### src/rtl/core/tras_pkg.sv
// Shared types and constants for the temporary register allocator with spill stack.
// Holds request/response payload structs, operation and result codes, and FSM states.
// No dependencies; imported by the top level module in rtl/core.
package tras_pkg;

   // Default sizing, handed to the top level parameters
   localparam int SPILL_DEPTH_DEF = 32;
   localparam int MARK_DEPTH_DEF  = 32;
   localparam int INDEX_MAX_DEF   = 63;

   // Register count after reset and its clamp limits
   localparam logic [3:0] NUM_REGS_RESET = 4'd3;
   localparam logic [3:0] NUM_REGS_MIN   = 4'd1;
   localparam logic [3:0] NUM_REGS_MAX   = 4'd8;

   // Request modes
   localparam logic [2:0] MODE_INIT    = 3'd0;
   localparam logic [2:0] MODE_ALLOC   = 3'd1;
   localparam logic [2:0] MODE_FREE    = 3'd2;
   localparam logic [2:0] MODE_MARK    = 3'd3;
   localparam logic [2:0] MODE_RELEASE = 3'd4;

   // Result kinds
   localparam logic [1:0] KIND_ACK     = 2'd0;
   localparam logic [1:0] KIND_SPILL   = 2'd1;
   localparam logic [1:0] KIND_RESTORE = 2'd2;

   // Error codes
   localparam logic [1:0] ERR_NONE     = 2'd0;
   localparam logic [1:0] ERR_OVERFLOW = 2'd1;
   localparam logic [1:0] ERR_SATURATE = 2'd2;

   // Register counts carried by a free request
   localparam logic [1:0] COUNT_ONE = 2'd1;
   localparam logic [1:0] COUNT_TWO = 2'd2;

   typedef struct packed {
      logic [2:0] mode;
      logic [2:0] first_reg;
      logic [2:0] second_reg;
      logic [1:0] reg_count;
   } req_type;

   typedef struct packed {
      logic [1:0] kind;
      logic [2:0] reg_res;
      logic [1:0] error;
      logic       last;
   } rsp_type;

   typedef enum logic [2:0] {
      ST_IDLE,
      ST_MODDIV,
      ST_ALLOC,
      ST_GRANT,
      ST_REL_WAIT,
      ST_POP
   } state_type;

endpackage

### src/rtl/core/temp_register_allocator_spill_top.sv
// Top level of the temporary register allocator with spill stack.
// Depends on tras_pkg and tras_ram (spill stack and mark stack memories).
//
// Usage:
//  - Requests: drive req_data and raise start; the request transfers at a clock
//    edge where start is high and busy is low.
//  - Results: each result shows on rsp_data for one cycle with rsp_strobe high.
//    Every request ends with one result of kind ack with last set. The receiver
//    cannot stall the block; results are never held back.
//  - Configuration: csr_data transfers when csr_valid and csr_ready are high;
//    csr_ready is high while the block is idle.
// Sequencing by mode:
//  - Init, free, mark, unused modes and a release with no mark: the result is
//    registered, shown in the next cycle; a new request can transfer every cycle.
//  - Allocate: the allocate state issues the grant; a needed spill push takes that
//    slot and the grant state then sends the grant. After a register count write,
//    the first allocate (unless an init comes first) rebuilds next_index mod count
//    with a bit-serial remainder unit, one remainder step per index bit.
//  - Release: the mark memory is read at the transfer and latched in a wait
//    state, then one restore per cycle from the spill memory, ack after the last.
// Reset: synchronous; clears all stacks to empty, next index to zero and the
// register count to three. No memory clearing pass is needed.
module temp_register_allocator_spill_top #(
   parameter int SPILL_DEPTH = tras_pkg::SPILL_DEPTH_DEF,
   parameter int MARK_DEPTH  = tras_pkg::MARK_DEPTH_DEF,
   parameter int INDEX_MAX   = tras_pkg::INDEX_MAX_DEF
) (
   input  logic              clock,
   input  logic              reset,
   input  logic              start,
   output logic              busy,
   input  tras_pkg::req_type req_data,
   output logic              rsp_strobe,
   output tras_pkg::rsp_type rsp_data,
   input  logic              csr_valid,
   output logic              csr_ready,
   input  logic [3:0]        csr_data
);
   import tras_pkg::*;

   localparam int IDX_W = $clog2(INDEX_MAX + 1);
   localparam int SD_W  = $clog2(SPILL_DEPTH + 1);
   localparam int MD_W  = $clog2(MARK_DEPTH + 1);
   localparam int SA_W  = $clog2(SPILL_DEPTH);
   localparam int MA_W  = $clog2(MARK_DEPTH);
   localparam int CNT_W = $clog2(IDX_W);

   // Modular step helpers on the round-robin register pointer
   function automatic logic [2:0] mod_inc(input logic [2:0] m, input logic [2:0] top);
      mod_inc = (m == top) ? 3'd0 : m + 3'd1;
   endfunction

   function automatic logic [2:0] mod_dec(input logic [2:0] m, input logic [2:0] top);
      mod_dec = (m == 3'd0) ? top : m - 3'd1;
   endfunction

   // State registers
   state_type        state_ff, state_in;
   logic [3:0]       nreg_ff, nreg_in;
   logic [IDX_W-1:0] ni_ff, ni_in;
   logic [IDX_W-1:0] hw_ff, hw_in;
   logic [SD_W-1:0]  sd_ff, sd_in;
   logic [MD_W-1:0]  md_ff, md_in;
   logic [2:0]       mod_ff, mod_in;
   logic             mod_ok_ff, mod_ok_in;
   logic [2:0]       rem_ff, rem_in;
   logic [IDX_W-1:0] sh_ff, sh_in;
   logic [CNT_W-1:0] cnt_ff, cnt_in;
   logic [SD_W-1:0]  tgt_ff, tgt_in;
   logic             pend_ff, pend_in;
   logic             rsp_strobe_ff, rsp_strobe_in;
   rsp_type          rsp_data_ff, rsp_data_in;

   // Memory ports
   logic            sp_wr_en, sp_rd_en;
   logic [SA_W-1:0] sp_wr_addr, sp_rd_addr;
   logic [2:0]      sp_rd_data;
   logic            mk_wr_en, mk_rd_en;
   logic [MA_W-1:0] mk_wr_addr, mk_rd_addr;
   logic [SD_W-1:0] mk_rd_data;

   // Shared decode
   logic             accept;
   logic [3:0]       eff;
   logic [2:0]       eff_m1;
   logic             spill_full;
   logic             mark_full;
   logic             need_spill;
   logic             idx_sat;
   logic [IDX_W-1:0] ni_inc;
   logic [2:0]       mod_next;
   logic [3:0]       rem_sh;
   logic [2:0]       rem_nx;
   logic             pop_go;
   logic [SD_W-1:0]  sd_m1;
   logic [MD_W-1:0]  md_m1;
   logic             do1, do2;
   logic [IDX_W-1:0] ni1, ni2;
   logic [2:0]       mod1, mod2;

   assign accept     = start & ~busy;
   assign busy       = (state_ff != ST_IDLE);
   assign csr_ready  = (state_ff == ST_IDLE);
   assign rsp_strobe = rsp_strobe_ff;
   assign rsp_data   = rsp_data_ff;

   // Clamp the register count to 1..8
   always_comb begin
      if (nreg_ff < NUM_REGS_MIN) begin
         eff = NUM_REGS_MIN;
      end else if (nreg_ff > NUM_REGS_MAX) begin
         eff = NUM_REGS_MAX;
      end else begin
         eff = nreg_ff;
      end
   end
   assign eff_m1 = 3'(eff - 4'd1);

   // Allocate decode
   assign spill_full = (sd_ff >= SD_W'(SPILL_DEPTH));
   assign mark_full  = (md_ff >= MD_W'(MARK_DEPTH));
   assign need_spill = (ni_ff > hw_ff);
   assign idx_sat    = (ni_ff >= IDX_W'(INDEX_MAX));
   assign ni_inc     = idx_sat ? IDX_W'(INDEX_MAX) : ni_ff + IDX_W'(1);
   assign mod_next   = idx_sat ? mod_ff : mod_inc(mod_ff, eff_m1);

   // Bit-serial remainder step
   assign rem_sh = {rem_ff, sh_ff[IDX_W-1]};
   assign rem_nx = (rem_sh >= eff) ? 3'(rem_sh - eff) : rem_sh[2:0];

   // Release decode
   assign sd_m1  = sd_ff - SD_W'(1);
   assign md_m1  = md_ff - MD_W'(1);
   assign pop_go = (sd_ff > tgt_ff) && (sd_ff != '0);

   // Free: up to two decrements, the second sees the first
   assign do1  = ((req_data.reg_count == COUNT_ONE) || (req_data.reg_count == COUNT_TWO))
                 && ({1'b0, req_data.first_reg} < eff) && (ni_ff != '0);
   assign ni1  = do1 ? ni_ff - IDX_W'(1) : ni_ff;
   assign mod1 = do1 ? mod_dec(mod_ff, eff_m1) : mod_ff;
   assign do2  = (req_data.reg_count == COUNT_TWO)
                 && ({1'b0, req_data.second_reg} < eff) && (ni1 != '0);
   assign ni2  = do2 ? ni1 - IDX_W'(1) : ni1;
   assign mod2 = do2 ? mod_dec(mod1, eff_m1) : mod1;

   // Next state
   always_comb begin
      state_in = state_ff;
      case (state_ff)
         ST_IDLE: begin
            if (accept && req_data.mode == MODE_ALLOC) begin
               state_in = mod_ok_ff ? ST_ALLOC : ST_MODDIV;
            end else if (accept && req_data.mode == MODE_RELEASE && md_ff != '0) begin
               state_in = ST_REL_WAIT;
            end
         end
         ST_MODDIV: begin
            if (cnt_ff == '0) begin
               state_in = ST_ALLOC;
            end
         end
         ST_ALLOC: begin
            state_in = need_spill ? ST_GRANT : ST_IDLE;
         end
         ST_GRANT: begin
            state_in = ST_IDLE;
         end
         ST_REL_WAIT: begin
            state_in = ST_POP;
         end
         ST_POP: begin
            if (!pop_go && !pend_ff) begin
               state_in = ST_IDLE;
            end
         end
         default: begin
            state_in = ST_IDLE;
         end
      endcase
   end

   // Datapath, memory control and result
   always_comb begin
      nreg_in       = nreg_ff;
      ni_in         = ni_ff;
      hw_in         = hw_ff;
      sd_in         = sd_ff;
      md_in         = md_ff;
      mod_in        = mod_ff;
      mod_ok_in     = mod_ok_ff;
      rem_in        = rem_ff;
      sh_in         = sh_ff;
      cnt_in        = cnt_ff;
      tgt_in        = tgt_ff;
      pend_in       = 1'b0;
      rsp_strobe_in = 1'b0;
      rsp_data_in   = rsp_data_ff;
      sp_wr_en      = 1'b0;
      sp_wr_addr    = sd_ff[SA_W-1:0];
      sp_rd_en      = 1'b0;
      sp_rd_addr    = sd_m1[SA_W-1:0];
      mk_wr_en      = 1'b0;
      mk_wr_addr    = md_ff[MA_W-1:0];
      mk_rd_en      = 1'b0;
      mk_rd_addr    = md_m1[MA_W-1:0];

      // Register count write invalidates the pointer
      if (csr_valid && csr_ready) begin
         nreg_in   = csr_data;
         mod_ok_in = 1'b0;
      end

      case (state_ff)
         ST_IDLE: begin
            if (accept) begin
               rsp_data_in = '{kind: KIND_ACK, reg_res: 3'd0, error: ERR_NONE, last: 1'b1};
               case (req_data.mode)
                  MODE_INIT: begin
                     ni_in         = '0;
                     hw_in         = IDX_W'(eff_m1);
                     sd_in         = '0;
                     md_in         = '0;
                     mod_in        = 3'd0;
                     mod_ok_in     = 1'b1;
                     rsp_strobe_in = 1'b1;
                  end
                  MODE_ALLOC: begin
                     rem_in = 3'd0;
                     sh_in  = ni_ff;
                     cnt_in = CNT_W'(IDX_W - 1);
                  end
                  MODE_FREE: begin
                     ni_in         = ni2;
                     mod_in        = mod2;
                     rsp_strobe_in = 1'b1;
                  end
                  MODE_MARK: begin
                     if (mark_full) begin
                        rsp_data_in.error = ERR_OVERFLOW;
                     end else begin
                        mk_wr_en = 1'b1;
                        md_in    = md_ff + MD_W'(1);
                     end
                     rsp_strobe_in = 1'b1;
                  end
                  MODE_RELEASE: begin
                     if (md_ff != '0) begin
                        mk_rd_en = 1'b1;
                        md_in    = md_m1;
                     end else begin
                        rsp_strobe_in = 1'b1;
                     end
                  end
                  default: begin
                     rsp_strobe_in = 1'b1;
                  end
               endcase
            end
         end
         ST_MODDIV: begin
            rem_in = rem_nx;
            sh_in  = sh_ff << 1;
            cnt_in = cnt_ff - CNT_W'(1);
            if (cnt_ff == '0) begin
               mod_in    = rem_nx;
               mod_ok_in = 1'b1;
            end
         end
         ST_ALLOC: begin
            rsp_strobe_in = 1'b1;
            if (need_spill) begin
               // Old temporary in this register goes to the spill stack
               rsp_data_in = '{kind: KIND_SPILL, reg_res: mod_ff,
                               error: spill_full ? ERR_OVERFLOW : ERR_NONE, last: 1'b0};
               if (!spill_full) begin
                  sp_wr_en = 1'b1;
                  sd_in    = sd_ff + SD_W'(1);
               end
               hw_in = ni_ff;
            end else begin
               rsp_data_in = '{kind: KIND_ACK, reg_res: mod_ff,
                               error: idx_sat ? ERR_SATURATE : ERR_NONE, last: 1'b1};
               ni_in  = ni_inc;
               mod_in = mod_next;
            end
         end
         ST_GRANT: begin
            rsp_strobe_in = 1'b1;
            rsp_data_in   = '{kind: KIND_ACK, reg_res: mod_ff,
                              error: idx_sat ? ERR_SATURATE : ERR_NONE, last: 1'b1};
            ni_in  = ni_inc;
            mod_in = mod_next;
         end
         ST_REL_WAIT: begin
            tgt_in = mk_rd_data;
         end
         ST_POP: begin
            // Restore read last cycle goes out now
            if (pend_ff) begin
               rsp_strobe_in = 1'b1;
               rsp_data_in   = '{kind: KIND_RESTORE, reg_res: sp_rd_data,
                                 error: ERR_NONE, last: 1'b0};
            end
            if (pop_go) begin
               sp_rd_en = 1'b1;
               sd_in    = sd_m1;
               pend_in  = 1'b1;
            end else if (!pend_ff) begin
               rsp_strobe_in = 1'b1;
               rsp_data_in   = '{kind: KIND_ACK, reg_res: 3'd0, error: ERR_NONE, last: 1'b1};
            end
         end
         default: begin
         end
      endcase
   end

   // Control registers
   always_ff @(posedge clock) begin
      if (reset) begin
         state_ff      <= ST_IDLE;
         nreg_ff       <= NUM_REGS_RESET;
         ni_ff         <= '0;
         hw_ff         <= IDX_W'(NUM_REGS_RESET - 4'd1);
         sd_ff         <= '0;
         md_ff         <= '0;
         mod_ff        <= 3'd0;
         mod_ok_ff     <= 1'b1;
         pend_ff       <= 1'b0;
         rsp_strobe_ff <= 1'b0;
      end else begin
         state_ff      <= state_in;
         nreg_ff       <= nreg_in;
         ni_ff         <= ni_in;
         hw_ff         <= hw_in;
         sd_ff         <= sd_in;
         md_ff         <= md_in;
         mod_ff        <= mod_in;
         mod_ok_ff     <= mod_ok_in;
         pend_ff       <= pend_in;
         rsp_strobe_ff <= rsp_strobe_in;
      end
   end

   // Working and payload registers
   always_ff @(posedge clock) begin
      rem_ff      <= rem_in;
      sh_ff       <= sh_in;
      cnt_ff      <= cnt_in;
      tgt_ff      <= tgt_in;
      rsp_data_ff <= rsp_data_in;
   end

   // Spill stack: registers pushed out by allocation
   tras_ram #(
      .WIDTH (3),
      .DEPTH (SPILL_DEPTH)
   ) u_spill_ram (
      .clock   (clock),
      .wr_en   (sp_wr_en),
      .wr_addr (sp_wr_addr),
      .wr_data (mod_ff),
      .rd_en   (sp_rd_en),
      .rd_addr (sp_rd_addr),
      .rd_data (sp_rd_data)
   );

   // Mark stack: saved spill depths
   tras_ram #(
      .WIDTH (SD_W),
      .DEPTH (MARK_DEPTH)
   ) u_mark_ram (
      .clock   (clock),
      .wr_en   (mk_wr_en),
      .wr_addr (mk_wr_addr),
      .wr_data (sd_ff),
      .rd_en   (mk_rd_en),
      .rd_addr (mk_rd_addr),
      .rd_data (mk_rd_data)
   );

endmodule

### src/rtl/core/tras_ram.sv
// Generic single-write, single-read synchronous RAM with registered read data.
// Depends on nothing; used for the spill stack and the mark stack.
module tras_ram #(
   parameter int WIDTH = 8,
   parameter int DEPTH = 32
) (
   input  logic                     clock,
   input  logic                     wr_en,
   input  logic [$clog2(DEPTH)-1:0] wr_addr,
   input  logic [WIDTH-1:0]         wr_data,
   input  logic                     rd_en,
   input  logic [$clog2(DEPTH)-1:0] rd_addr,
   output logic [WIDTH-1:0]         rd_data
);

   logic [WIDTH-1:0] mem_ff [DEPTH];
   logic [WIDTH-1:0] rd_data_ff;

   // Write port
   always_ff @(posedge clock) begin
      if (wr_en) begin
         mem_ff[wr_addr] <= wr_data;
      end
   end

   // Registered read port, holds its value when not enabled
   always_ff @(posedge clock) begin
      if (rd_en) begin
         rd_data_ff <= mem_ff[rd_addr];
      end
   end

   assign rd_data = rd_data_ff;

endmodule

### config.mk
export PLATFORM = sky130hd
export DESIGN_NAME = temp_register_allocator_spill_top
export DESIGN_NICKNAME = d
export VERILOG_FILES = /design/src/rtl/core/tras_pkg.sv /design/src/rtl/core/temp_register_allocator_spill_top.sv /design/src/rtl/core/tras_ram.sv
export SDC_FILE = /design/constraint.sdc
export NUM_CORES = 1
export LEC_CHECK = 0
export BUFFER_PORTS_ARGS = -buffer_cell sky130_fd_sc_hd__buf_2
export CAP_MARGIN = 20
export CORE_AREA = 2 2 165 231
export CTS_BUF_LIST = sky130_fd_sc_hd__clkbuf_4
export DETAILED_ROUTE_END_ITERATION = 10
export DIE_AREA = 0 0 167 233
export PLACE_DENSITY_LB_ADDON = 0.3
export SLEW_MARGIN = 20
export SYNTH_ARGS = -nofsm -noshare
export SYNTH_HDL_FRONTEND = slang
export SYNTH_HIERARCHICAL = 1
export SYNTH_SLANG_ARGS = --single-unit
### constraint.sdc
create_clock -name clock -period 7.5 [get_ports clock]
set_clock_uncertainty 0.1 [all_clocks]
set_input_delay 0.375 -clock clock [delete_from_list [all_inputs] [get_ports clock]]
set_output_delay 0.375 -clock clock [all_outputs]
set_load 0.03 [all_outputs]
### After elaboration in Yosys (flattened, before gate mapping)

Memories as Yosys holds them, arrays and structs flattened. A register that Yosys moved wholly into a read port is not among the register bits.
Cells that the tools add are included.

* bitwise logic cells: 2
* reductions and logical operators: 39
* multiplexer cells: 89
* $lt $le $gt $ge: 10
* $add $sub $neg: 13
* eq/ne operators: 25

Operators by type and width (count)
* $mux W6: 17
* $mux W3: 18
* $pmux W6 S3: 3
* $pmux W6 S2: 3
* $mux W8: 4
* $pmux W8 S4: 1
* $mux W1: 29
* $reduce_bool A6 Y1: 4
* $sub A6 B1 Y6 const B: 4
* $add A6 B1 Y6 const B: 3
* $ge A6 B6 Y1 const B: 3
* $pmux W3 S2: 3
* $logic_not A3 Y1: 5
* $pmux W3 S5: 1
* $ne A2 B2 Y1 const B: 7
* $eq A3 B2 Y1 const B: 4
* $gt A6 B6 Y1: 2
* $pmux W3 S4: 1
* $reduce_bool A3 Y1: 4
* $sub A3 B1 Y3 const B: 4
* $logic_and A1 B1 Y1: 10
* $reduce_and A5 Y1: 2
* $eq A3 B3 Y1 const B: 3
* $lt A3 B4 Y1: 2
* 27 further kinds: 41

* memories: 2
* bits in registers: 63
* word-level logic and storage cells: 198
* bits in writable memories: 288
* output and inout bits: 11

Memories
* u_mark_ram.mem_ff: words 32, bits a word 6, read ports 1, clocked after Yosys merged registers in 1, wr ports 1, RTL line tras_ram.sv:16 `logic [WIDTH-1:0] mem_ff [DEPTH];`
* u_spill_ram.mem_ff: words 32, bits a word 3, read ports 1, clocked after Yosys merged registers in 1, wr ports 1, RTL line tras_ram.sv:16

### Longest topological paths before layout

* depth in word-level cells: 13
* mapped depth: 17
* mapped depth without buffers: 15

### By module

Netlist, hierarchy kept.

Modules (own cells, without submodules)
* tras_ram at u_mark_ram: cells an instance 323, area an instance 7649.8 µm², times used 1
* temp_register_allocator_spill_top: cells an instance 594, area an instance 4803.4 µm², times used 1
* tras_ram at u_spill_ram: cells an instance 185, area an instance 3938.8 µm², times used 1

### Worst setup path before layout

No wires, ideal clock.

* kind: register -> register
* start point: register nreg_ff[3]
* end point: register mod_ff[1]
* arrival: 3.332 ns
* setup slack: 3.997 ns
* path buffers: 2
* cell stages (with the launch flop): 18
* cells stage by stage: dfxtp_1 -> clkbuf_1 -> inv_1 -> nand2_1 -> ha_1 -> or3_1 -> a211o_4 -> a22oi_2 -> buf_2 -> nor2_1 -> a31oi_1 -> ha_1 -> inv_1 -> a211o_1 -> and3_1 -> o21ai_0 -> nand3_1 -> a21oi_1

* word-level cells in the longest chain between the ends: 13
* elaborated cells between the ends (all ways): 30
* those cells by class: 3 x add/sub; 5 x order compare; 1 x eq/ne; 15 x mux; 6 x reduce/logical

RTL lines
* start: declaration: RTL line temp_register_allocator_spill_top.sv:59 `logic [3:0] nreg_ff, nreg_in;`
* start signal: assignment: RTL line temp_register_allocator_spill_top.sv:333 `nreg_ff <= nreg_in;`
* $gt A4 B4 Y1: RTL line temp_register_allocator_spill_top.sv:111 `end else if (nreg_ff > NUM_REGS_MAX) begin`
* $mux W4: RTL line temp_register_allocator_spill_top.sv:111
* $mux W4 (*): RTL line temp_register_allocator_spill_top.sv:109 `if (nreg_ff < NUM_REGS_MIN) begin`
* $lt A3 B4 Y1: RTL line temp_register_allocator_spill_top.sv:138 `&& ({1'b0, req_data.first_reg} < eff) && (ni_ff != '0);`
* $logic_and A1 B1 Y1 (2 in series): RTL line temp_register_allocator_spill_top.sv:138
* $mux W3 / $mux W6 (equally long branches): RTL line temp_register_allocator_spill_top.sv:140, temp_register_allocator_spill_top.sv:139
* $sub A3 B1 Y3 (tied with other cells): RTL line temp_register_allocator_spill_top.sv:54 `mod_dec = (m == 3'd0) ? top : m - 3'd1;`
* $mux W3 / $logic_and A1 B1 Y1 (equally long branches): RTL line temp_register_allocator_spill_top.sv:54, temp_register_allocator_spill_top.sv:142
* $mux W3: RTL line temp_register_allocator_spill_top.sv:144 `assign mod2 = do2 ? mod_dec(mod1, eff_m1) : mod1;`
* $pmux W3 S2: RTL line temp_register_allocator_spill_top.sv:217 `case (req_data.mode)`
* $mux W3: RTL line temp_register_allocator_spill_top.sv:215 `if (accept) begin`
* $pmux W3 S4 (*): RTL line temp_register_allocator_spill_top.sv:213 `case (state_ff)`
* end signal: assignment: RTL line temp_register_allocator_spill_top.sv:338 `mod_ff <= mod_in;`
* end: declaration: RTL line temp_register_allocator_spill_top.sv:64 `logic [2:0] mod_ff, mod_in;`

Mark *: on every way between the ends. The rest lies on a longest branch, timed or not. The select of a mux whose other input is x is not followed.
A chain may end at the register's enable or synchronous reset.

### Final worst setup path

* start point: register nreg_ff[3]
* end point: register ni_ff[2]

* word-level cells in the longest chain between the ends: 13
* elaborated cells between the ends (all ways): 17
* those cells by class: 1 x add/sub; 4 x order compare; 7 x mux; 5 x reduce/logical

RTL lines
* $gt A4 B4 Y1: RTL line temp_register_allocator_spill_top.sv:111
* $mux W4: RTL line temp_register_allocator_spill_top.sv:111
* $mux W4 (*): RTL line temp_register_allocator_spill_top.sv:109
* parallel branches: the longest is 6 deep, another holds $sub A6 B1 Y6
* $mux W6 (*): RTL line temp_register_allocator_spill_top.sv:143 `assign ni2 = do2 ? ni1 - IDX_W'(1) : ni1;`
* $pmux W6 S2 (*): RTL line temp_register_allocator_spill_top.sv:217
* $mux W6 (*): RTL line temp_register_allocator_spill_top.sv:215
* $pmux W6 S3 (*): RTL line temp_register_allocator_spill_top.sv:213
* end signal: assignment: RTL line temp_register_allocator_spill_top.sv:334 `ni_ff <= ni_in;`
* end: declaration: RTL line temp_register_allocator_spill_top.sv:60 `logic [IDX_W-1:0] ni_ff, ni_in;`

Mark *: on every way between the ends. The select of a mux whose other input is x is not followed.

==> results summary <==
The worst-case setup margin in the final layout came out at 3.44 ns. The period utilization came out at 0.541. The floorplan has 83 rows.

Of the total power, the clock network draws 0.328. The post-synthesis area per instance is 14.9 um2. The post-route DRC violation count came out at 0. Gates resized during post-CTS repair numbered 0.

The post-CTS clock slew at the launch and capture registers of the worst setup and hold paths came out at 0.07 ns. The area occupied by registers came out at 0.0104 mm2. The slowest stage of the critical path is the sky130_fd_sc_hd__a22oi_2 cell. The final sum of negative setup slack is 0 ns.

From synthesis to final layout, the design area changed by 11.7%. The core footprint came out at 0.0367 mm2. The cell count after synthesis is 1102. Summing all multi-input logic gate instances after layout gives 0.00555 mm2. The H-tree depth is 3. The first global-routing pass estimated 53.4 mm of wire. The largest net degree at the start of global routing is 50. Derived from the worst setup path, the maximum achievable clock frequency is 0.246 GHz. The async set or reset register ratio after synthesis is 0. The final standard cell count with taps included and fillers excluded came out at 1731. The number of top-level design ports is 30. For met2 alone, demand over resource in global routing was 0.332. In this run the worst setup path begins at nreg_ff[3]. In this run the critical register-to-register path is launched from nreg_ff[3]. The net count reported at finish is 1252. The internal power summed over all cells is 3.56 mW. The number of buffers created by CTS came out at 87. In this run the power density over the cells is 273 mW/mm2. The shortest period the worst path allows is 4.06 ns. The count of different cell masters after synthesis is 75.

The worst endpoint required time came out at 8.07 ns. The layer flagged by global routing as most heavily used is met2. The tool flagged a number of max-cap violations equal to 0.

The cell count after placement came out at 1557. The run finished with clean final reports. The analysis attributes to cell leakage a power of 6.49 nW. In the global route stage, met3 resource usage came out at 0.0342.

The critical path in this run is classified as register to register. The share of post-route cells with drive strength above 1 came out at 0.250. The number of antenna violations at the first check in global routing was 1. Setup repair after global routing left no endpoint under its margin. The hold violation count in the final report is 0. The relative contribution of combinational cells to total power is 0.200. The switching power total came out at 1.44 mW. The clock latency on the worst-skew pair came out at 0.74 ns. The post-synthesis net count is 1160. The depth of the worst hold-timing path came out at 5. For this block, the routed nets add up to 33.9 mm of wire. Following the worst setup path forward leads to its endpoint at ni_ff[2].

Clock tree synthesis selected as its root buffer the cell sky130_fd_sc_hd__clkbuf_4. The Yosys step of the flow raised 6 warnings. The worst-case register-to-register setup slack is 3.44 ns. In this run the horizontal extent of the chip is 167 um. The number of stages on the worst setup path is 12.

Once detail routing completed, the nets flagged for antenna violations numbered 0. The number of max-slew violations in the final report is 0. The peak per-stage delay on the critical path is 0.59 ns. The register area share after synthesis is 0.637. STA classifies the critical path endpoint as a register. The synthesized area came out at 0.0164 mm2.

In this run the worst hold path is classified as input port to register. TritonCTS built the clock tree. The detailed router's first-iteration violation count is 674.

The arrival time reported for the critical path endpoint came out at 4.63 ns. The number of global-route vias before repair is 10.0k. The fraction of met1 tracks used by global routing came out at 0.194. The maximum fanout along the worst path came out at 15.

The longest clock path from root to sink contains 3 buffers. The slew at the pin with the worst max-slew slack is 0.989 ns. The routed wirelength normalized by instance count came out at 19.6 um. The clock net in this run drives a total of 360 sinks. The register bit total from synthesis came out at 360. The number of flops mapped to enable cells by yosys came out at 323. The die is 233 um tall. Grouping stages by cell kind, the critical path spends the most delay in compound AO/OA/AOI/OAI gates. The endpoint identified for the worst register-to-register timing path is ni_ff[2]. Of the total power, the share spent switching nets is 0.288. The final weighted congestion in routability-driven placement came out at 0.818. STA classifies the critical path startpoint as a register. In the synthesized netlist the dominant register cell turns out to be sky130_fd_sc_hd__edfxtp_1. The number of buffers added on ports came out at 29.

The routed layout has 9670 vias. For this run, the share of the core covered by cells in the final layout is 0.500. Measured in cells, the most critical reg-to-reg path has a length of 12. IR analysis of the VDD net gives a maximum drop of 151 uV. The global-route usage over all layers came out at 0.177. The post-layout total power is 5.00 mW.

The relative slew slack came out at 0.341. The first-pass detailed-route iteration total came out at 5. The die covers 0.0389 mm2. At the placement stage, the worst setup path has a slack of 3.45 ns. Setup violations remaining at the end of the flow were counted as 0. The number of inserted filler cells in the final layout came out at 3119. For this configuration, the core starts out at a cell density of 0.447.

The half-perimeter wire length after placement is 22.5 mm. Dividing the detail-routed via count by the number of cells gives 5.59. The remaining global-route overflow is 0. The share of total power dissipated in sequential elements is 0.472. Traced cell by cell, the critical path runs through inv_1 -> nand2_1 -> ha_1 -> or3_1 -> a211o_4 -> a22oi_2 -> o21ai_0 -> ha_1 -> a41oi_2 -> nand2_1 -> mux2_4 -> a31oi_1. Counting both buffers and inverters, the worst setup path holds a total of 1.
-- state kept, by name, indices dropped and copies added (netlist names), 6 cells and up --
register / cells
u_mark_ram/mem_ff: 192
rsp_data: 8
sh_ff: 6
md_ff: 6
tgt_ff: 6
sd_ff: 6
u_spill_ram/mem_ff: 96
ni_ff: 6
u_mark_ram/rd_data: 6
hw_ff: 6
-- worst min-delay path by stage --
stage / startpoint / to
after floorplan: u_mark_ram/rd_data[0] / tgt_ff[0]
after global placement: u_mark_ram/rd_data[5] / tgt_ff[5]
after detailed placement: u_mark_ram/rd_data[2] / tgt_ff[2]
after CTS: req_data[10] / md_ff[4]
after global routing: req_data[9] / mod_ff[1]
final: req_data[8] / md_ff[5]
-- layout by cell type (no fill, tap or decap), drive strengths merged, types with 15 or more instances in the layout --
| cell type | n |
|---|---|
| edfxtp | 323 |
| clkbuf | 132 |
| nor2 | 123 |
| mux4 | 90 |
| nand2 | 63 |
| buf | 45 |
| a21oi | 44 |
| inv | 41 |
| ha | 38 |
| dfxtp | 37 |
| o21ai | 33 |
| nand3 | 27 |
| clkinv | 25 |
| nor3 | 16 |
| dlygate4sd3 | 15 |
-- routing by layer --
metal,wire length [um],part of all wire,vias to the layer above
met3,1490,0.044,52
met1,13000,0.38,4796
met5,0,0,-
met2,18700,0.55,282
li1,-,-,4540
met4,775,0.023,0
-- cells in the mapped netlist (6+ instances only) --
library cell               instances  area (um2)
sky130_fd_sc_hd__buf_6             6        67.6
sky130_fd_sc_hd__dfxtp_1          37         741
sky130_fd_sc_hd__nand4_1           8        50.1
sky130_fd_sc_hd__o21a_1           10        75.1
sky130_fd_sc_hd__mux4_2           90        2030
sky130_fd_sc_hd__and3_1           12        75.1
sky130_fd_sc_hd__nand3_1          27         135
sky130_fd_sc_hd__ha_1             38         475
sky130_fd_sc_hd__nand3b_1         14         105
sky130_fd_sc_hd__a21oi_1          44         220
sky130_fd_sc_hd__nand2_1          63         236
sky130_fd_sc_hd__inv_1            41         154
sky130_fd_sc_hd__clkbuf_1         40         150
sky130_fd_sc_hd__or3b_2            7        61.3
sky130_fd_sc_hd__a211oi_1          6        45.0
sky130_fd_sc_hd__nor3_1           16        80.1
sky130_fd_sc_hd__mux2i_1          10         100
sky130_fd_sc_hd__o21ai_0          30         150
sky130_fd_sc_hd__edfxtp_1        323        9700
sky130_fd_sc_hd__nor2_1          123         462
sky130_fd_sc_hd__mux2_2           10         113
sky130_fd_sc_hd__a31oi_1           7        43.8
sky130_fd_sc_hd__xnor2_1          14         123
sky130_fd_sc_hd__or3_1             8        50.1
sky130_fd_sc_hd__nand2b_1         10        62.6
sky130_fd_sc_hd__xor2_1            6        52.6
-- power by group through the flow --
stage	combinational, mW	clock (mW)	sequential [mW]
after CTS	1.01	1.70	2.36
after global placement	0.969	0	2.40
after floorplan	0.693	0	2.42
after detailed placement	0.987	0	2.40
final	1.00	1.64	2.36
after global routing	1.10	1.80	2.37
-- worst reg2reg max path, delay by kind of cell (launching register included) --
| kind | cells | cell delay [ns] |
|---|---|---|
| simple gates | 3 | 0.78 |
| mux | 1 | 0.35 |
| compound gates | 5 | 1.79 |
| buf+inv | 1 | 0.12 |
| fa+ha+maj | 2 | 0.47 |
| flops | 1 | 0.38 |
-- cell type report --
type | count | area share
antenna | 1 | 0.000137
clock buffer | 132 | 0.0541
tap | 467 | 0.0319
multi-input combinational | 643 | 0.303
inverter | 42 | 0.00861
sequential | 360 | 0.570
clock inverter | 26 | 0.00929
timing repair buffer | 60 | 0.0227
-- logic make-up after synthesis --
group	count (synthesis)	share of synthesized area
flip-flops	360	0.637
multiplexers	111	0.138
AO/OA/AOI/OAI	164	0.0688
XOR/XNOR	20	0.0107
buffers and inverters	99	0.0267
adder cells (fa/ha/maj)	39	0.0302
AND/OR/NAND/NOR	309	0.0892
-- metrics by stage --
step / instance area, um2 / hold slack, ns
5_1_grt: 18300 / 0.103
6_report: 18300 / 0.0910
4_1_cts: 18300 / 0.0141
3_3_place_gp: 17000 / 0.303
3_5_place_dp: 17000 / 0.310
2_1_floorplan: 16400 / 0.300
-- timing repair --
| item | 4_1_cts | 5_1_grt |
|---|---|---|
| endpoints found under the hold margin | 13 | 0 |
| buffers inserted | 0 | 0 |
| hold buffers | 15 | 0 |
Power figures use the tool's default switching activity.
